--- config.mk ---
export PLATFORM = sky130hd
export DESIGN_NAME = line_pixel_stepper
export DESIGN_NICKNAME = d
export VERILOG_FILES = /design/src/hw/rtl/lps_pkg.sv /design/src/hw/rtl/line_pixel_stepper.sv
export VERILOG_INCLUDE_DIRS = /design/src /design/src/hw/rtl
export SDC_FILE = /design/constraint.sdc
export NUM_CORES = 1
export LEC_CHECK = 0
export BUFFER_PORTS_ARGS = -buffer_cell sky130_fd_sc_hd__buf_2
export CAP_MARGIN = 10
export CORE_MARGIN = 2
export CORE_UTILIZATION = 56
export DETAILED_ROUTE_END_ITERATION = 8
export GPL_TIMING_DRIVEN = 0
export HOLD_SLACK_MARGIN = 0.03
export PLACE_DENSITY = 0.74
export SLEW_MARGIN = 25
export SYNTH_ARGS = -nofsm -noshare
export SYNTH_HDL_FRONTEND = slang
export SYNTH_SLANG_ARGS = --single-unit
--- constraint.sdc ---
create_clock -name clock -period 7.9 [get_ports clock]
set_clock_uncertainty 0.2 [all_clocks]
set_input_delay 0.395 -clock clock [delete_from_list [all_inputs] [get_ports clock]]
set_output_delay 0.395 -clock clock [all_outputs]
set_load 0.05 [all_outputs]
--- src/hw/rtl/assert_macros.svh ---
// Assertion macros used by the stepper RTL; empty when SYNTH is set.
`ifndef ASSERT_MACROS_SVH
`define ASSERT_MACROS_SVH

`ifndef SYNTH

// Check a condition at every clock edge outside reset
`define ASSERT_ALWAYS(label, clk, rst, cond, msg) \
   label: assert property (@(posedge clk) disable iff (rst) (cond)) else $error(msg);

// Check that a trigger is followed by a condition on the next edge
`define ASSERT_NEXT(label, clk, rst, trig, cond, msg) \
   label: assert property (@(posedge clk) disable iff (rst) (trig) |=> (cond)) else $error(msg);

`else

`define ASSERT_ALWAYS(label, clk, rst, cond, msg)
`define ASSERT_NEXT(label, clk, rst, trig, cond, msg)

`endif

`endif

--- src/hw/rtl/lps_pkg.sv ---
// Types, constants and helper functions of the line pixel stepper.
package lps_pkg;

   localparam int COORD_BITS     = 12;
   localparam int ERR_BITS       = COORD_BITS + 4;
   localparam int DASH_ON        = 5;
   localparam int DASH_BITS      = 3;
   localparam int GAP_BITS       = 8;
   localparam int CSR_INDEX_BITS = 2;

   // Configuration register indexes
   localparam logic [CSR_INDEX_BITS-1:0] CSR_LINE_STYLE = CSR_INDEX_BITS'(0);
   localparam logic [CSR_INDEX_BITS-1:0] CSR_GAP_LENGTH = CSR_INDEX_BITS'(1);

   // Transaction modes
   localparam logic MODE_START = 1'b0;
   localparam logic MODE_STEP  = 1'b1;

   // Line styles
   localparam logic STYLE_SOLID  = 1'b0;
   localparam logic STYLE_DASHED = 1'b1;

   // Step direction codes
   localparam logic [1:0] DIR_NONE = 2'b00;
   localparam logic [1:0] DIR_POS  = 2'b01;
   localparam logic [1:0] DIR_NEG  = 2'b11;

   typedef struct packed {
      logic [COORD_BITS-1:0] pixel_x;
      logic [COORD_BITS-1:0] pixel_y;
      logic                  draw_pixel;
      logic                  last_pixel;
   } pixel_type;

   typedef struct packed {
      logic [DASH_BITS-1:0] on_cnt;
      logic [GAP_BITS-1:0]  gap_cnt;
      logic                 in_dash;
   } dash_type;

   // Advance the dash pattern by one pixel
   function automatic dash_type dash_step(input logic [DASH_BITS-1:0] on_cnt,
                                          input logic [GAP_BITS-1:0]  gap_cnt,
                                          input logic [GAP_BITS-1:0]  gap_len);
      dash_type d;
      d.on_cnt  = on_cnt;
      d.gap_cnt = gap_cnt;
      d.in_dash = 1'b0;
      if (gap_cnt != '0) begin
         d.gap_cnt = gap_cnt - GAP_BITS'(1);
      end else begin
         d.in_dash = 1'b1;
         if (on_cnt + DASH_BITS'(1) >= DASH_BITS'(DASH_ON)) begin
            d.on_cnt  = '0;
            d.gap_cnt = (gap_len != '0) ? gap_len - GAP_BITS'(1) : '0;
         end else begin
            d.on_cnt = on_cnt + DASH_BITS'(1);
         end
      end
      return d;
   endfunction

   // Signed step of one coordinate for a direction code
   function automatic logic [COORD_BITS-1:0] dir_ext(input logic [1:0] dir);
      return {{(COORD_BITS-2){dir[1]}}, dir};
   endfunction

   // Direction code from two endpoint coordinates
   function automatic logic [1:0] dir_of(input logic [COORD_BITS-1:0] p0,
                                         input logic [COORD_BITS-1:0] p1);
      logic [1:0] d;
      if (p1 > p0) begin
         d = DIR_POS;
      end else if (p1 < p0) begin
         d = DIR_NEG;
      end else begin
         d = DIR_NONE;
      end
      return d;
   endfunction

endpackage

--- src/hw/rtl/line_pixel_stepper.sv ---
// Top level of the line pixel stepper: integer line stepping with an optional dash pattern.
//
//   channel   direction  handshake                  payload
//   req_      in         req_valid / req_ready      mode, x_start, y_start, x_end, y_end
//   rsp_      out        rsp_valid / rsp_ready      pixel_x, pixel_y, draw_pixel, last_pixel
//   csr_      in         csr_valid / csr_ready      csr_index, csr_data
//
// One transaction per cycle while req_ready is high: every request yields one pixel, which the
// stepping logic writes into the result register, or into the skid register while that one is held.
// A two-entry output (result register plus skid register) keeps req_ready registered;
// req_ready drops only while the skid entry is full.
// Synchronous active-high reset clears the registers, line state and output valid flags.
// csr_ready is always high; writes are meant for idle periods.
`include "assert_macros.svh"

module line_pixel_stepper
   import lps_pkg::*;
(
   input  logic                      clock,
   input  logic                      reset,
   input  logic                      req_valid,
   output logic                      req_ready,
   input  logic                      req_mode,
   input  logic [COORD_BITS-1:0]     req_x_start,
   input  logic [COORD_BITS-1:0]     req_y_start,
   input  logic [COORD_BITS-1:0]     req_x_end,
   input  logic [COORD_BITS-1:0]     req_y_end,
   output logic                      rsp_valid,
   input  logic                      rsp_ready,
   output logic [COORD_BITS-1:0]     rsp_pixel_x,
   output logic [COORD_BITS-1:0]     rsp_pixel_y,
   output logic                      rsp_draw_pixel,
   output logic                      rsp_last_pixel,
   input  logic                      csr_valid,
   output logic                      csr_ready,
   input  logic [CSR_INDEX_BITS-1:0] csr_index,
   input  logic [GAP_BITS-1:0]       csr_data
);

   // Configuration registers
   logic                line_style_ff;
   logic [GAP_BITS-1:0] gap_length_ff;

   // Line state
   logic [COORD_BITS-1:0]    cur_x_ff, cur_x_in;
   logic [COORD_BITS-1:0]    cur_y_ff, cur_y_in;
   logic signed [ERR_BITS-1:0] error_term_ff, error_term_in;
   logic [COORD_BITS-1:0]    major_delta_ff, major_delta_in;
   logic [COORD_BITS-1:0]    minor_delta_ff, minor_delta_in;
   logic [1:0]               x_dir_ff, x_dir_in;
   logic [1:0]               y_dir_ff, y_dir_in;
   logic                     axes_swapped_ff, axes_swapped_in;
   logic [COORD_BITS-1:0]    steps_left_ff, steps_left_in;
   logic [DASH_BITS-1:0]     dash_on_count_ff, dash_on_count_in;
   logic [GAP_BITS-1:0]      dash_gap_count_ff, dash_gap_count_in;

   // Output entries
   logic      out_valid_ff, out_valid_in;
   logic      skid_valid_ff, skid_valid_in;
   pixel_type out_ff, out_in;
   pixel_type skid_ff, skid_in;

   logic      req_take;
   logic      rsp_take;
   pixel_type result;
   dash_type  dash;

   logic [COORD_BITS-1:0] dx, dy;
   logic [ERR_BITS-1:0]   minor_ext, major_ext;
   logic                  swap;

   assign req_ready = !skid_valid_ff;
   assign req_take  = req_valid && req_ready;
   assign rsp_take  = rsp_valid && rsp_ready;
   assign csr_ready = 1'b1;

   // Deltas of a new line
   assign dx   = (req_x_end >= req_x_start) ? req_x_end - req_x_start
                                            : req_x_start - req_x_end;
   assign dy   = (req_y_end >= req_y_start) ? req_y_end - req_y_start
                                            : req_y_start - req_y_end;
   assign swap = dy > dx;

   // Compute the next line state and the pixel of this transaction
   always_comb begin
      cur_x_in          = cur_x_ff;
      cur_y_in          = cur_y_ff;
      error_term_in     = error_term_ff;
      major_delta_in    = major_delta_ff;
      minor_delta_in    = minor_delta_ff;
      x_dir_in          = x_dir_ff;
      y_dir_in          = y_dir_ff;
      axes_swapped_in   = axes_swapped_ff;
      steps_left_in     = steps_left_ff;
      dash_on_count_in  = dash_on_count_ff;
      dash_gap_count_in = dash_gap_count_ff;
      minor_ext         = '0;
      major_ext         = '0;
      dash              = dash_step(dash_on_count_ff, dash_gap_count_ff, gap_length_ff);

      if (req_mode == MODE_START) begin
         // Load endpoints; the first pixel is the start point
         x_dir_in          = dir_of(req_x_start, req_x_end);
         y_dir_in          = dir_of(req_y_start, req_y_end);
         axes_swapped_in   = swap;
         major_delta_in    = swap ? dy : dx;
         minor_delta_in    = swap ? dx : dy;
         minor_ext         = ERR_BITS'(minor_delta_in);
         major_ext         = ERR_BITS'(major_delta_in);
         error_term_in     = signed'(minor_ext + (minor_ext << 1) - (major_ext << 1));
         cur_x_in          = req_x_start;
         cur_y_in          = req_y_start;
         steps_left_in     = major_delta_in;
         dash              = dash_step('0, '0, gap_length_ff);
         dash_on_count_in  = dash.on_cnt;
         dash_gap_count_in = dash.gap_cnt;
      end else if (steps_left_ff != '0) begin
         // Advance one pixel along the major axis
         minor_ext = ERR_BITS'(minor_delta_ff);
         major_ext = ERR_BITS'(major_delta_ff);
         if (error_term_ff[ERR_BITS-1]) begin
            if (axes_swapped_ff) begin
               cur_y_in = cur_y_ff + dir_ext(y_dir_ff);
            end else begin
               cur_x_in = cur_x_ff + dir_ext(x_dir_ff);
            end
            error_term_in = signed'(ERR_BITS'(error_term_ff) + (minor_ext << 1));
         end else begin
            cur_x_in      = cur_x_ff + dir_ext(x_dir_ff);
            cur_y_in      = cur_y_ff + dir_ext(y_dir_ff);
            error_term_in = signed'(ERR_BITS'(error_term_ff) + (minor_ext << 1)
                                    - (major_ext << 1));
         end
         steps_left_in     = steps_left_ff - COORD_BITS'(1);
         dash_on_count_in  = dash.on_cnt;
         dash_gap_count_in = dash.gap_cnt;
      end

      result.pixel_x = cur_x_in;
      result.pixel_y = cur_y_in;
      if (req_mode == MODE_STEP && steps_left_ff == '0) begin
         // No active line: hold position, undrawn, flagged last
         result.draw_pixel = 1'b0;
         result.last_pixel = 1'b1;
      end else begin
         result.draw_pixel = (line_style_ff == STYLE_DASHED) ? dash.in_dash : 1'b1;
         result.last_pixel = (steps_left_in == '0);
      end
   end

   // Route results through the result and skid entries
   always_comb begin
      out_valid_in  = out_valid_ff;
      skid_valid_in = skid_valid_ff;
      out_in        = out_ff;
      skid_in       = skid_ff;
      if (rsp_take) begin
         out_valid_in  = skid_valid_ff;
         out_in        = skid_ff;
         skid_valid_in = 1'b0;
      end
      if (req_take) begin
         if (!out_valid_ff || rsp_take) begin
            out_valid_in = 1'b1;
            out_in       = result;
         end else begin
            skid_valid_in = 1'b1;
            skid_in       = result;
         end
      end
   end

   // Configuration registers
   always_ff @(posedge clock) begin
      if (reset) begin
         line_style_ff <= STYLE_SOLID;
         gap_length_ff <= '0;
      end else if (csr_valid && csr_ready) begin
         case (csr_index)
            CSR_LINE_STYLE: line_style_ff <= csr_data[0];
            CSR_GAP_LENGTH: gap_length_ff <= csr_data;
            default: ;
         endcase
      end
   end

   // Line state, advanced on each request transaction
   always_ff @(posedge clock) begin
      if (reset) begin
         cur_x_ff          <= '0;
         cur_y_ff          <= '0;
         error_term_ff     <= '0;
         major_delta_ff    <= '0;
         minor_delta_ff    <= '0;
         x_dir_ff          <= DIR_NONE;
         y_dir_ff          <= DIR_NONE;
         axes_swapped_ff   <= 1'b0;
         steps_left_ff     <= '0;
         dash_on_count_ff  <= '0;
         dash_gap_count_ff <= '0;
      end else if (req_take) begin
         cur_x_ff          <= cur_x_in;
         cur_y_ff          <= cur_y_in;
         error_term_ff     <= error_term_in;
         major_delta_ff    <= major_delta_in;
         minor_delta_ff    <= minor_delta_in;
         x_dir_ff          <= x_dir_in;
         y_dir_ff          <= y_dir_in;
         axes_swapped_ff   <= axes_swapped_in;
         steps_left_ff     <= steps_left_in;
         dash_on_count_ff  <= dash_on_count_in;
         dash_gap_count_ff <= dash_gap_count_in;
      end
   end

   // Output entry valid flags
   always_ff @(posedge clock) begin
      if (reset) begin
         out_valid_ff  <= 1'b0;
         skid_valid_ff <= 1'b0;
      end else begin
         out_valid_ff  <= out_valid_in;
         skid_valid_ff <= skid_valid_in;
      end
   end

   // Output entry payload
   always_ff @(posedge clock) begin
      out_ff  <= out_in;
      skid_ff <= skid_in;
   end

   assign rsp_valid      = out_valid_ff;
   assign rsp_pixel_x    = out_ff.pixel_x;
   assign rsp_pixel_y    = out_ff.pixel_y;
   assign rsp_draw_pixel = out_ff.draw_pixel;
   assign rsp_last_pixel = out_ff.last_pixel;

   // Checks on the output entries and the line state
   `ASSERT_ALWAYS(a_skid_behind_out, clock, reset, !skid_valid_ff || out_valid_ff, "skid entry full while result entry empty")
   `ASSERT_ALWAYS(a_steps_bounded, clock, reset, steps_left_ff <= major_delta_ff, "steps left exceed major delta")
   `ASSERT_ALWAYS(a_dash_bounded, clock, reset, dash_on_count_ff < DASH_BITS'(DASH_ON), "dash count out of range")
   `ASSERT_NEXT(a_idle_step_holds, clock, reset, req_take && req_mode == MODE_STEP && steps_left_ff == '0, $stable(cur_x_ff) && $stable(cur_y_ff) && $stable(dash_on_count_ff), "idle step changed line state")
   `ASSERT_NEXT(a_take_gives_result, clock, reset, req_take, rsp_valid, "accepted request left no result")

endmodule

**Word-level counts from Yosys, hierarchy flattened**

Index checks and enable logic that the tools add are counted.

- Add/sub/neg operators: 14
- Bitwise gates (word level): 2
- Multiplexer cells: 43
- Order comparisons: 8
- Reduce and logical (&&, ||, !) cells: 17
- Equality and inequality tests: 2

Operators with widths:

| operator | count |
|---|---|
| $mux W12 | 14 |
| $mux W26 | 3 |
| $mux W16 | 3 |
| $sub A12 B12 Y12 | 4 |
| $mux W8 | 5 |
| $gt A12 B12 Y1 | 3 |
| $add A12 B12 Y12 | 2 |
| $ge A12 B12 Y1 | 2 |
| $logic_not A12 Y1 | 2 |
| $lt A12 B12 Y1 | 2 |
| $add A16 B13 Y16 | 1 |
| $reduce_bool A8 Y1 | 2 |
| $sub A16 B13 Y16 | 1 |
| $sub A8 B1 Y8 const B | 2 |
| $sub A14 B13 Y15 | 1 |
| $add A12 B13 Y14 | 1 |
| $mux W3 | 4 |
| $reduce_bool A12 Y1 | 1 |
| $sub A12 B1 Y12 const B | 1 |
| $mux W2 | 5 |
| $reduce_and A2 Y1 | 5 |
| $mux W1 | 9 |
| $add A3 B1 Y3 const B | 1 |
| $ge A3 B3 Y1 const B | 1 |
| 7 further kinds | 11 |

- Input bits: 64
- Logic and storage cells: 109
- Bits in registers: 155

**Longest topological paths before layout**

Gate-level depths: netlist (run 1).

- Depth after elaboration: 9
- Depth in mapped cells: 34
- Depth with buffers taken out: 33

**Worst setup path before layout (run 1)**

OpenSTA, ideal clock, no wires.

- Kind: input-to-reg
- From: in req_x_end[0]
- To: reg error_term_ff[15]
- Stages: 33
- Buffers on the path: 2
- Arrival: 7.320 ns
- Path slack: 0.300 ns
- Setup time: 0.080 ns
- Cells stage by stage: inv_1 > ha_1 > inv_1 > fa_1 > a211oi_1 > o211ai_1 > nand2_1 > nand2_4 > mux2i_1 > xor2_1 > inv_1 > ha_1 > nand3_1 > or3_1 > a21oi_1 > a2111oi_0 > nor2_1 > clkbuf_1 > clkbuf_1 > a21oi_1 > ha_1 > or2_2 > ha_1 > a21o_1 > a21oi_1 > o21ai_0 > and2_1 > o41ai_1 > o21a_1 > o21ai_0 > a2111oi_2 > o21ba_1 > a211oi_2

- Word-level cells in the longest chain between the ends: 7
- Elaborated cells between the ends (all ways): 10
- Those cells by class: add/sub (4); order compare (2); mux (4)

RTL lines:

| element | RTL line | source |
|---|---|---|
| start: declaration | line_pixel_stepper.sv:26 | `input logic [COORD_BITS-1:0] req_x_end,` |
| $sub A12 B12 Y12 (tied with other cells) | line_pixel_stepper.sv:79 | `: req_x_start - req_x_end;` |
| $mux W12 (*) | line_pixel_stepper.sv:78 | `assign dx = (req_x_end >= req_x_start) ? req_x_end - req_x_start` |
| $gt A12 B12 Y1 | line_pixel_stepper.sv:82 | `assign swap = dy > dx;` |
| $mux W12 | line_pixel_stepper.sv:107 | `minor_delta_in = swap ? dx : dy;` |
| $add A12 B13 Y14 | line_pixel_stepper.sv:110 | `error_term_in = signed'(minor_ext + (minor_ext << 1) - (major_ext << 1));` |
| $sub A14 B13 Y15 (*) | line_pixel_stepper.sv:110 |  |
| $mux W16 (*) | line_pixel_stepper.sv:101 | `if (req_mode == MODE_START) begin` |
| end signal: assignment | line_pixel_stepper.sv:204 | `error_term_ff <= error_term_in;` |
| end: declaration | line_pixel_stepper.sv:47 | `logic signed [ERR_BITS-1:0] error_term_ff, error_term_in;` |

Every way passes the cells marked *; elsewhere a longest branch is shown, timed or not.
A chain may end at the register's enable or synchronous reset.

**Worst setup path after layout (run 1)**

- From: in req_y_start[0]
- To: reg error_term_ff[15]

- Word-level cells in the longest chain between the ends: 7
- Elaborated cells between the ends (all ways): 10
- Those cells by class: add/sub (4); order compare (2); mux (4)

RTL lines:

| element | RTL line | source |
|---|---|---|
| start: declaration | line_pixel_stepper.sv:25 | `input logic [COORD_BITS-1:0] req_y_start,` |
| $sub A12 B12 Y12 (tied with other cells) | line_pixel_stepper.sv:81 | `: req_y_start - req_y_end;` |
| $mux W12 (*) | line_pixel_stepper.sv:80 | `assign dy = (req_y_end >= req_y_start) ? req_y_end - req_y_start` |
| $gt A12 B12 Y1 | line_pixel_stepper.sv:82 |  |
| $mux W12 | line_pixel_stepper.sv:107 |  |
| $add A12 B13 Y14 | line_pixel_stepper.sv:110 |  |
| $sub A14 B13 Y15 (*) | line_pixel_stepper.sv:110 |  |
| $mux W16 (*) | line_pixel_stepper.sv:101 |  |

Marks and branches as above.

==> results.json, run 1 <==
{
  "place_congestion": 0.986,
  "grt-ovfl-total": 0,
  "cts.path.max_buffers": 2,
  "slowest_delay_ps": 430,
  "outcome": "completed",
  "synth_area_um2": 13200,
  "h-tree-depth": 4,
  "seqPwrFrac": 0.200,
  "switching_power_mw": 2.43,
  "yosys-top-cells-area": "dfxtp_1, ha_1, a21oi_1",
  "area_growth_pct": 12.8,
  "combPwrFrac": 0.640,
  "grt_pass1_vias": 12299,
  "cpMostUsedCell": "ha_1",
  "firstDrtPassIters": 6,
  "synth_top_family_by_area": "compound AO/OA/AOI/OAI gates",
  "yosys.area_share.simple": 0.202,
  "clock-sinks": 154,
  "start_util": 0.566,
  "vdd_ir_drop_max_uv": 355,
  "p_leak_nw": 6.50,
  "synth_ff_type": "dfxtp_1",
  "async_reset_ff_frac": 0,
  "p_clk_frac": 0.159,
  "vias": 13435,
  "cts_tree": "done",
  "wl_per_cell_um": 19.6,
  "worst-setup-path-type": "in -> reg",
  "layout-drive-gt1-share": 0.110,
  "intPower_mw": 2.65,
  "final.min_clock_period_ps": 7620,
  "dpl.hpwl_um": 33000,
  "synth_xor_area_frac": 0.0503,
  "grt_max_degree": 22,
  "ys_ff_latch": 154,
  "end_kind": "register",
  "cp.required_ps": 8050,
  "dieArea_um2": 24800,
  "max_freq_ghz": 0.131,
  "synth_nets": 1924,
  "yosys.area_share.adder": 0.140,
  "dieHeight_um": 158,
  "ys_warn_count": 0,
  "io_buffer_count": 88,
  "worstHoldPathType": "in -> reg",
  "crit_path_max_fanout": 10,
  "final_common_cell": "nand2_1",
  "synth_compound_area_frac": 0.245,
  "fin_worst_hold_slack_ps": 106,
  "postSynthAreaPerCell_um2": 7.69,
  "fp-row-count": 56,
  "postRouteAntennaNets": 0,
  "ys_types": 93,
  "fin_nets": 2046,
  "synth_edf_count": 26,
  "setup_violations": 0,
  "grt_first_pass_wirelength_um": 65500,
  "slew_headroom": 0.427,
  "wl_um": 42600,
  "synthMuxAreaShare": 0.0459,
  "ys_seq_area_frac": 0.253,
  "layout_common_cells": "nand2_1, a21oi_1, nor2_1",
  "core_um2": 23300,
  "crit_path_start_kind": "input port",
  "syn_inst": 1718,
  "critical_path_arrival_ps": 7770,
  "fill_cells": 2198,
  "period_share": 0.964,
  "cts_root_buf": "clkbuf_16",
  "drv_slew": 0,
  "grtUsageTotal": 0.340,
  "clk_pin_slew_ps": 70,
  "powerDensity_nw_per_um2": 341,
  "drc": 0,
  "netlist.top_cell.by_area": "dfxtp_1",
  "drt-initial-drc-count": 1283,
  "finalHoldViolCount": 0,
  "slowest_stage": "or3_4",
  "synth_top_area_frac": 0.194,
  "numCtsBuffers": 17,
  "vias_per_cell": 6.18,
  "switching_share": 0.478,
  "io_pins": 93,
  "die_w_um": 158,
  "setup_tns_ps": 0,
  "worst_pin_slew_ps": 853,
  "clk_latency_ps": 440,
  "cap_violations": 0,
  "antenna_found_initial": 1
}
==> layout make-up <==
class,instances,area (µm²),area share
Antenna cell,1,2.50,0.000168
Buffer,84,377,0.0253
Clock buffer,18,429,0.0288
Clock inverter,14,134,0.00899
Inverter,125,469,0.0315
Multi-Input combinational cell,1354,9140,0.614
Sequential cell,154,3340,0.224
Tap cell,319,399,0.0268
Timing Repair Buffer,104,601,0.0403
==> kinds of logic after synthesis <==
kind of cell             count (synthesis)
adder cells (fa/ha/maj)                142
flip-flops                             154
AO/OA/AOI/OAI                          500
other                                    1
XOR/XNOR                                75
multiplexers                            59
AND/OR/NAND/NOR                        577
buffers and inverters                  210
==> power by group through the flow <==
stage                     combinational (mW)  sequential [mW]  clock [mW]
after CTS                               3.10             1.02       0.811
after global routing                    3.54             1.03       0.842
after detailed placement                3.02             1.03           0
after global placement                  2.98             1.03           0
after floorplan                         2.21             1.10           0
final                                   3.25             1.02       0.810
==> critical path: cells and delay by family <==
kind	cells	cell delay, ps
AOI/OAI and AO/OA	16	3470
adders and majority gates	5	1490
and+or+nand+nor	6	1380
buffers and inverters	5	690
xor gates and xnor gates	1	300
==> cell usage after synthesis, types with 5 or more instances <==
library cell / n
a21o_1: 21
buf_2: 10
nor3_1: 39
inv_1: 123
nor3b_1: 6
clkbuf_1: 56
ha_1: 133
a21boi_0: 8
a21oi_1: 168
mux2i_1: 49
nor4_1: 9
o31ai_1: 7
a31oi_1: 30
nand2_1: 212
mux2_2: 9
o22ai_1: 7
a31o_2: 5
or2_2: 7
a211oi_1: 38
nand3b_1: 8
edfxtp_1: 26
buf_4: 6
nor2_1: 156
o211ai_1: 24
a221o_1: 6
and2_1: 11
nand4_1: 11
fa_1: 9
buf_1: 11
xor2_1: 22
nand4b_1: 6
o21ai_0: 96
a221oi_1: 6
or3_1: 14
nand3_1: 37
dfxtp_1: 128
nand2b_1: 9
and3_1: 15
o21a_1: 15
xnor2_1: 52
nor2b_1: 20
==> layer usage <==
metal  up-vias  global-route usage  share of wire
li1       6408                   -              -
met1      6317               0.453           0.43
met2       614               0.543           0.45
met3        96              0.0639          0.091
met4         0               0.139          0.032
met5         -                   0              0
==> sequential cells by signal, indices dropped and copies added (netlist names) <==
| signal | count |
|---|---|
| skid_ff | 26 |
| error_term_ff | 15 |
| cur_x_ff | 12 |
| cur_y_ff | 12 |
| major_delta_ff | 12 |
| minor_delta_ff | 12 |
| rsp_pixel_x | 12 |
| rsp_pixel_y | 12 |
| steps_left_ff | 12 |
| dash_gap_count_ff | 8 |
| gap_length_ff | 8 |
| dash_on_count_ff | 3 |
| x_dir_ff | 2 |
| y_dir_ff | 2 |
| axes_swapped_ff | 1 |
| line_style_ff | 1 |
| rsp_draw_pixel | 1 |
| rsp_last_pixel | 1 |
| rsp_valid | 1 |
| skid_valid_ff | 1 |
==> worst paths after layout <==
check | slack [ps] | end | start | depth (start not counted)
hold / removal | 110 | line_style_ff | csr_index[1] | 4
hold reg to reg | 270 | error_term_ff[11] | error_term_ff[11] | 2
setup reg to reg | 3160 | error_term_ff[14] | error_term_ff[1] | 15
setup / recovery | 280 | error_term_ff[15] | req_y_start[0] | 33
==> timing repair <==
item | 4_1_cts | 5_1_grt
cloned | 0 | 0
setup endpoints to repair | 10 | 5
buffers inserted | 1 | 6
resized for setup | 12 | 20
hold buffers | 8 | 0
pin swaps | 1 | 4
hold endpoints to repair | 9 | 0
==> metrics by stage <==
step	power (mW)	std cells	area, µm²	util	setup slack, ps
6_report	5.08	2173	14900	0.638	284
5_1_grt	5.41	2172	14900	0.638	-18.9
4_1_cts	4.93	2166	14800	0.634	76.3
3_5_place_dp	4.05	2126	14100	0.603	-1730
3_3_place_gp	4.00	2125	14000	0.602	-1720
2_1_floorplan	3.31	1718	13200	-	300
No activity file was read; power rests on OpenSTA's default activity.
==> inputs of run 2 (changes only) <==
--- a/config.mk
+++ b/config.mk
@@ -15,3 +15,5 @@
 export HOLD_SLACK_MARGIN = 0.03
+export MAX_ROUTING_LAYER = met4
 export PLACE_DENSITY = 0.74
+export SETUP_SLACK_MARGIN = 0.1
 export SLEW_MARGIN = 25
==> constraint.sdc (replaced) <==
create_clock -name clock -period 7.9 [get_ports clock]
set_clock_uncertainty 0.2 [all_clocks]
set_input_delay 1.58 -clock clock [delete_from_list [all_inputs] [get_ports clock]]
set_output_delay 1.58 -clock clock [all_outputs]
set_load 0.05 [all_outputs]
==> run 2 against run 1 <==
Compared with the run above: register-to-register slack worse by 50 ps; combinational power increased by 10%; first-iteration DRC count rose by 2.8%; global-route usage grew 2.3 points; maximum frequency is essentially flat; utilization up 5.3 points; critical path depth unchanged; worst hold slack gained 150 ps; sequential power barely moved; final cell count up 2.1%; sequential cell count stayed put; die area stayed put.
==> results.json, run 2 (same netlist as run 1, synthesis figures left out) <==
{
  "final_area_um2": 16100,
  "cap_violations": 0,
  "io_pins": 93,
  "powerDensity_nw_per_um2": 340,
  "dp.cells": 2126,
  "critical_path_arrival_ps": 7780,
  "end_kind": "register",
  "vias_per_cell": 6.20,
  "cts_root_buf": "clkbuf_16",
  "grt_first_pass_wirelength_um": 67800,
  "dieArea_um2": 24800,
  "drv_slew": 0,
  "final_cell_count_no_fill": 2218,
  "slew_headroom": 0.379,
  "wl_per_cell_um": 20.1,
  "reg2reg_to": "error_term_ff[14]",
  "cp.depth": 33,
  "reg2reg_depth": 15,
  "clock-sinks": 154,
  "io_buffer_count": 88,
  "setup_ws_ps": 277,
  "layout_common_cells": "nand2_1, a21oi_1, nor2_1",
  "drc": 0,
  "setup_tns_ps": 0,
  "firstDrtPassIters": 7,
  "final_common_cell": "nand2_1",
  "p_leak_nw": 6.88,
  "dpl.hpwl_um": 33100,
  "cp_top_family": "compound AO/OA/AOI/OAI gates",
  "rr_startpoint": "error_term_ff[1]",
  "vdd_ir_drop_max_uv": 350,
  "layout-drive-gt1-share": 0.187,
  "setup_violations": 0,
  "seqCellArea_um2": 3340,
  "cts_tree": "done",
  "fin_worst_hold_slack_ps": 257,
  "die_w_um": 158,
  "numCtsBuffers": 17,
  "drt-initial-drc-count": 1319,
  "crit_path_start": "req_x_start[6]",
  "slowest_delay_ps": 470,
  "fin_nets": 2092,
  "top_register": "skid_ff",
  "grtUsageTotal": 0.363,
  "clk_pin_slew_ps": 70,
  "h-tree-depth": 4,
  "max_freq_ghz": 0.131,
  "r2r_setup_slack_ps": 3110,
  "core_um2": 23300,
  "multi_input_area_um2": 9880,
  "final.min_clock_period_ps": 7620,
  "rsz0062_at_grt": "no",
  "antenna_found_initial": 0,
  "slowest_stage": "ha_1",
  "worst-setup-path-type": "in -> reg",
  "crit_path_end": "error_term_ff[15]",
  "clk_latency_ps": 450,
  "holdBufCountCts": 0,
  "n_antenna_cell": 0,
  "place_ws_ps": -1460,
  "place_area_um2": 14200,
  "crit_path_start_kind": "input port",
  "cpMostUsedCell": "ha_1",
  "vias": 13747,
  "wl_um": 44600,
  "worstHoldPathType": "reg -> reg",
  "cts.path.max_buffers": 2,
  "postRouteAntennaNets": 0,
  "grt-ovfl-total": 0,
  "crit_path_max_fanout": 8,
  "worst_pin_slew_ps": 932,
  "grt_pass1_vias": 12850,
  "period_share": 0.965,
  "worst-path-buf-inv": 7,
  "place_congestion": 0.983,
  "dieHeight_um": 158,
  "start_util": 0.566,
  "reg_top3": "skid_ff (26), error_term_ff (15)",
  "fill_cells": 2012,
  "fp-row-count": 56,
  "grt_max_degree": 25,
  "largest_reg_flops": 26,
  "outcome": "completed",
  "area_growth_pct": 22.2,
  "cp.required_ps": 8060,
  "finalHoldViolCount": 0
}
-- run 2: cell count changes in the layout (fill, tap and decap cells not counted), sizes merged --
cell,previous run,this run
buf,126,179
clkinv,7,9
bufinv,1,0
diode,1,0
dlygate4sd3,8,0
-- run 2: how the worst min path moves through the flow --
stage | from | endpoint | slack, ps | cells past startpoint
global placement | major_delta_ff[10] | major_delta_ff[10] | 250 | 2
floorplan | minor_delta_ff[0] | minor_delta_ff[0] | 240 | 2
CTS | major_delta_ff[11] | major_delta_ff[11] | 260 | 2
detailed placement | major_delta_ff[11] | major_delta_ff[11] | 250 | 2
finish | major_delta_ff[7] | major_delta_ff[7] | 260 | 2
global route | major_delta_ff[1] | major_delta_ff[1] | 280 | 2
-- run 2: layout make-up --
| type | instances | area share |
|---|---|---|
| buffer | 83 | 0.0277 |
| tap | 319 | 0.0247 |
| multi-input combinational | 1354 | 0.612 |
| sequential | 154 | 0.207 |
| clock inverter | 15 | 0.0133 |
| inverter | 125 | 0.0291 |
| clock buffer | 17 | 0.0264 |
| timing repair buffer | 151 | 0.0597 |
-- run 2: what timing repair did --
action / 4_1_cts / 5_1_grt
endpoints found under the setup margin: 11 / 8
cloned: 0 / 0
setup buffers: 38 / 24
gates resized for setup: 87 / 72
pin swaps: 39 / 52
-- run 2: metal layers --
| layer | part of all wire | global-route usage | routed length, µm | vias up |
|---|---|---|---|---|
| li1 | - | - | - | 6497 |
| met1 | 0.42 | 0.459 | 18900 | 6506 |
| met2 | 0.45 | 0.574 | 20100 | 611 |
| met3 | 0.085 | 0.0647 | 3780 | 133 |
| met4 | 0.042 | 0.153 | 1870 | 0 |
| met5 | 0 | - | 0 | - |
-- run 2: worst min-delay path: cells and delay by family, from the launching register on --
family | cells | cell delay (ps)
AO/OA/AOI/OAI | 1 | 50
flip-flops | 1 | 310
AND/OR/NAND/NOR | 1 | 50
-- run 2: power by group --
part           total (mW)  switching, mW  leakage [nW]  internal (mW)
clock network       0.875          0.435         0.305          0.440
logic                3.59           2.06          5.28           1.53
registers            1.02         0.0953          1.29          0.923
total                5.49           2.59          6.88           2.90
-- run 2: per-stage QoR --
step                      total power [mW]  utilization
final                                 5.49        0.692
after global routing                  5.83        0.692
after CTS                             5.20        0.669
after detailed placement              4.08        0.608
after global placement                4.03        0.607
after floorplan                       3.39            -
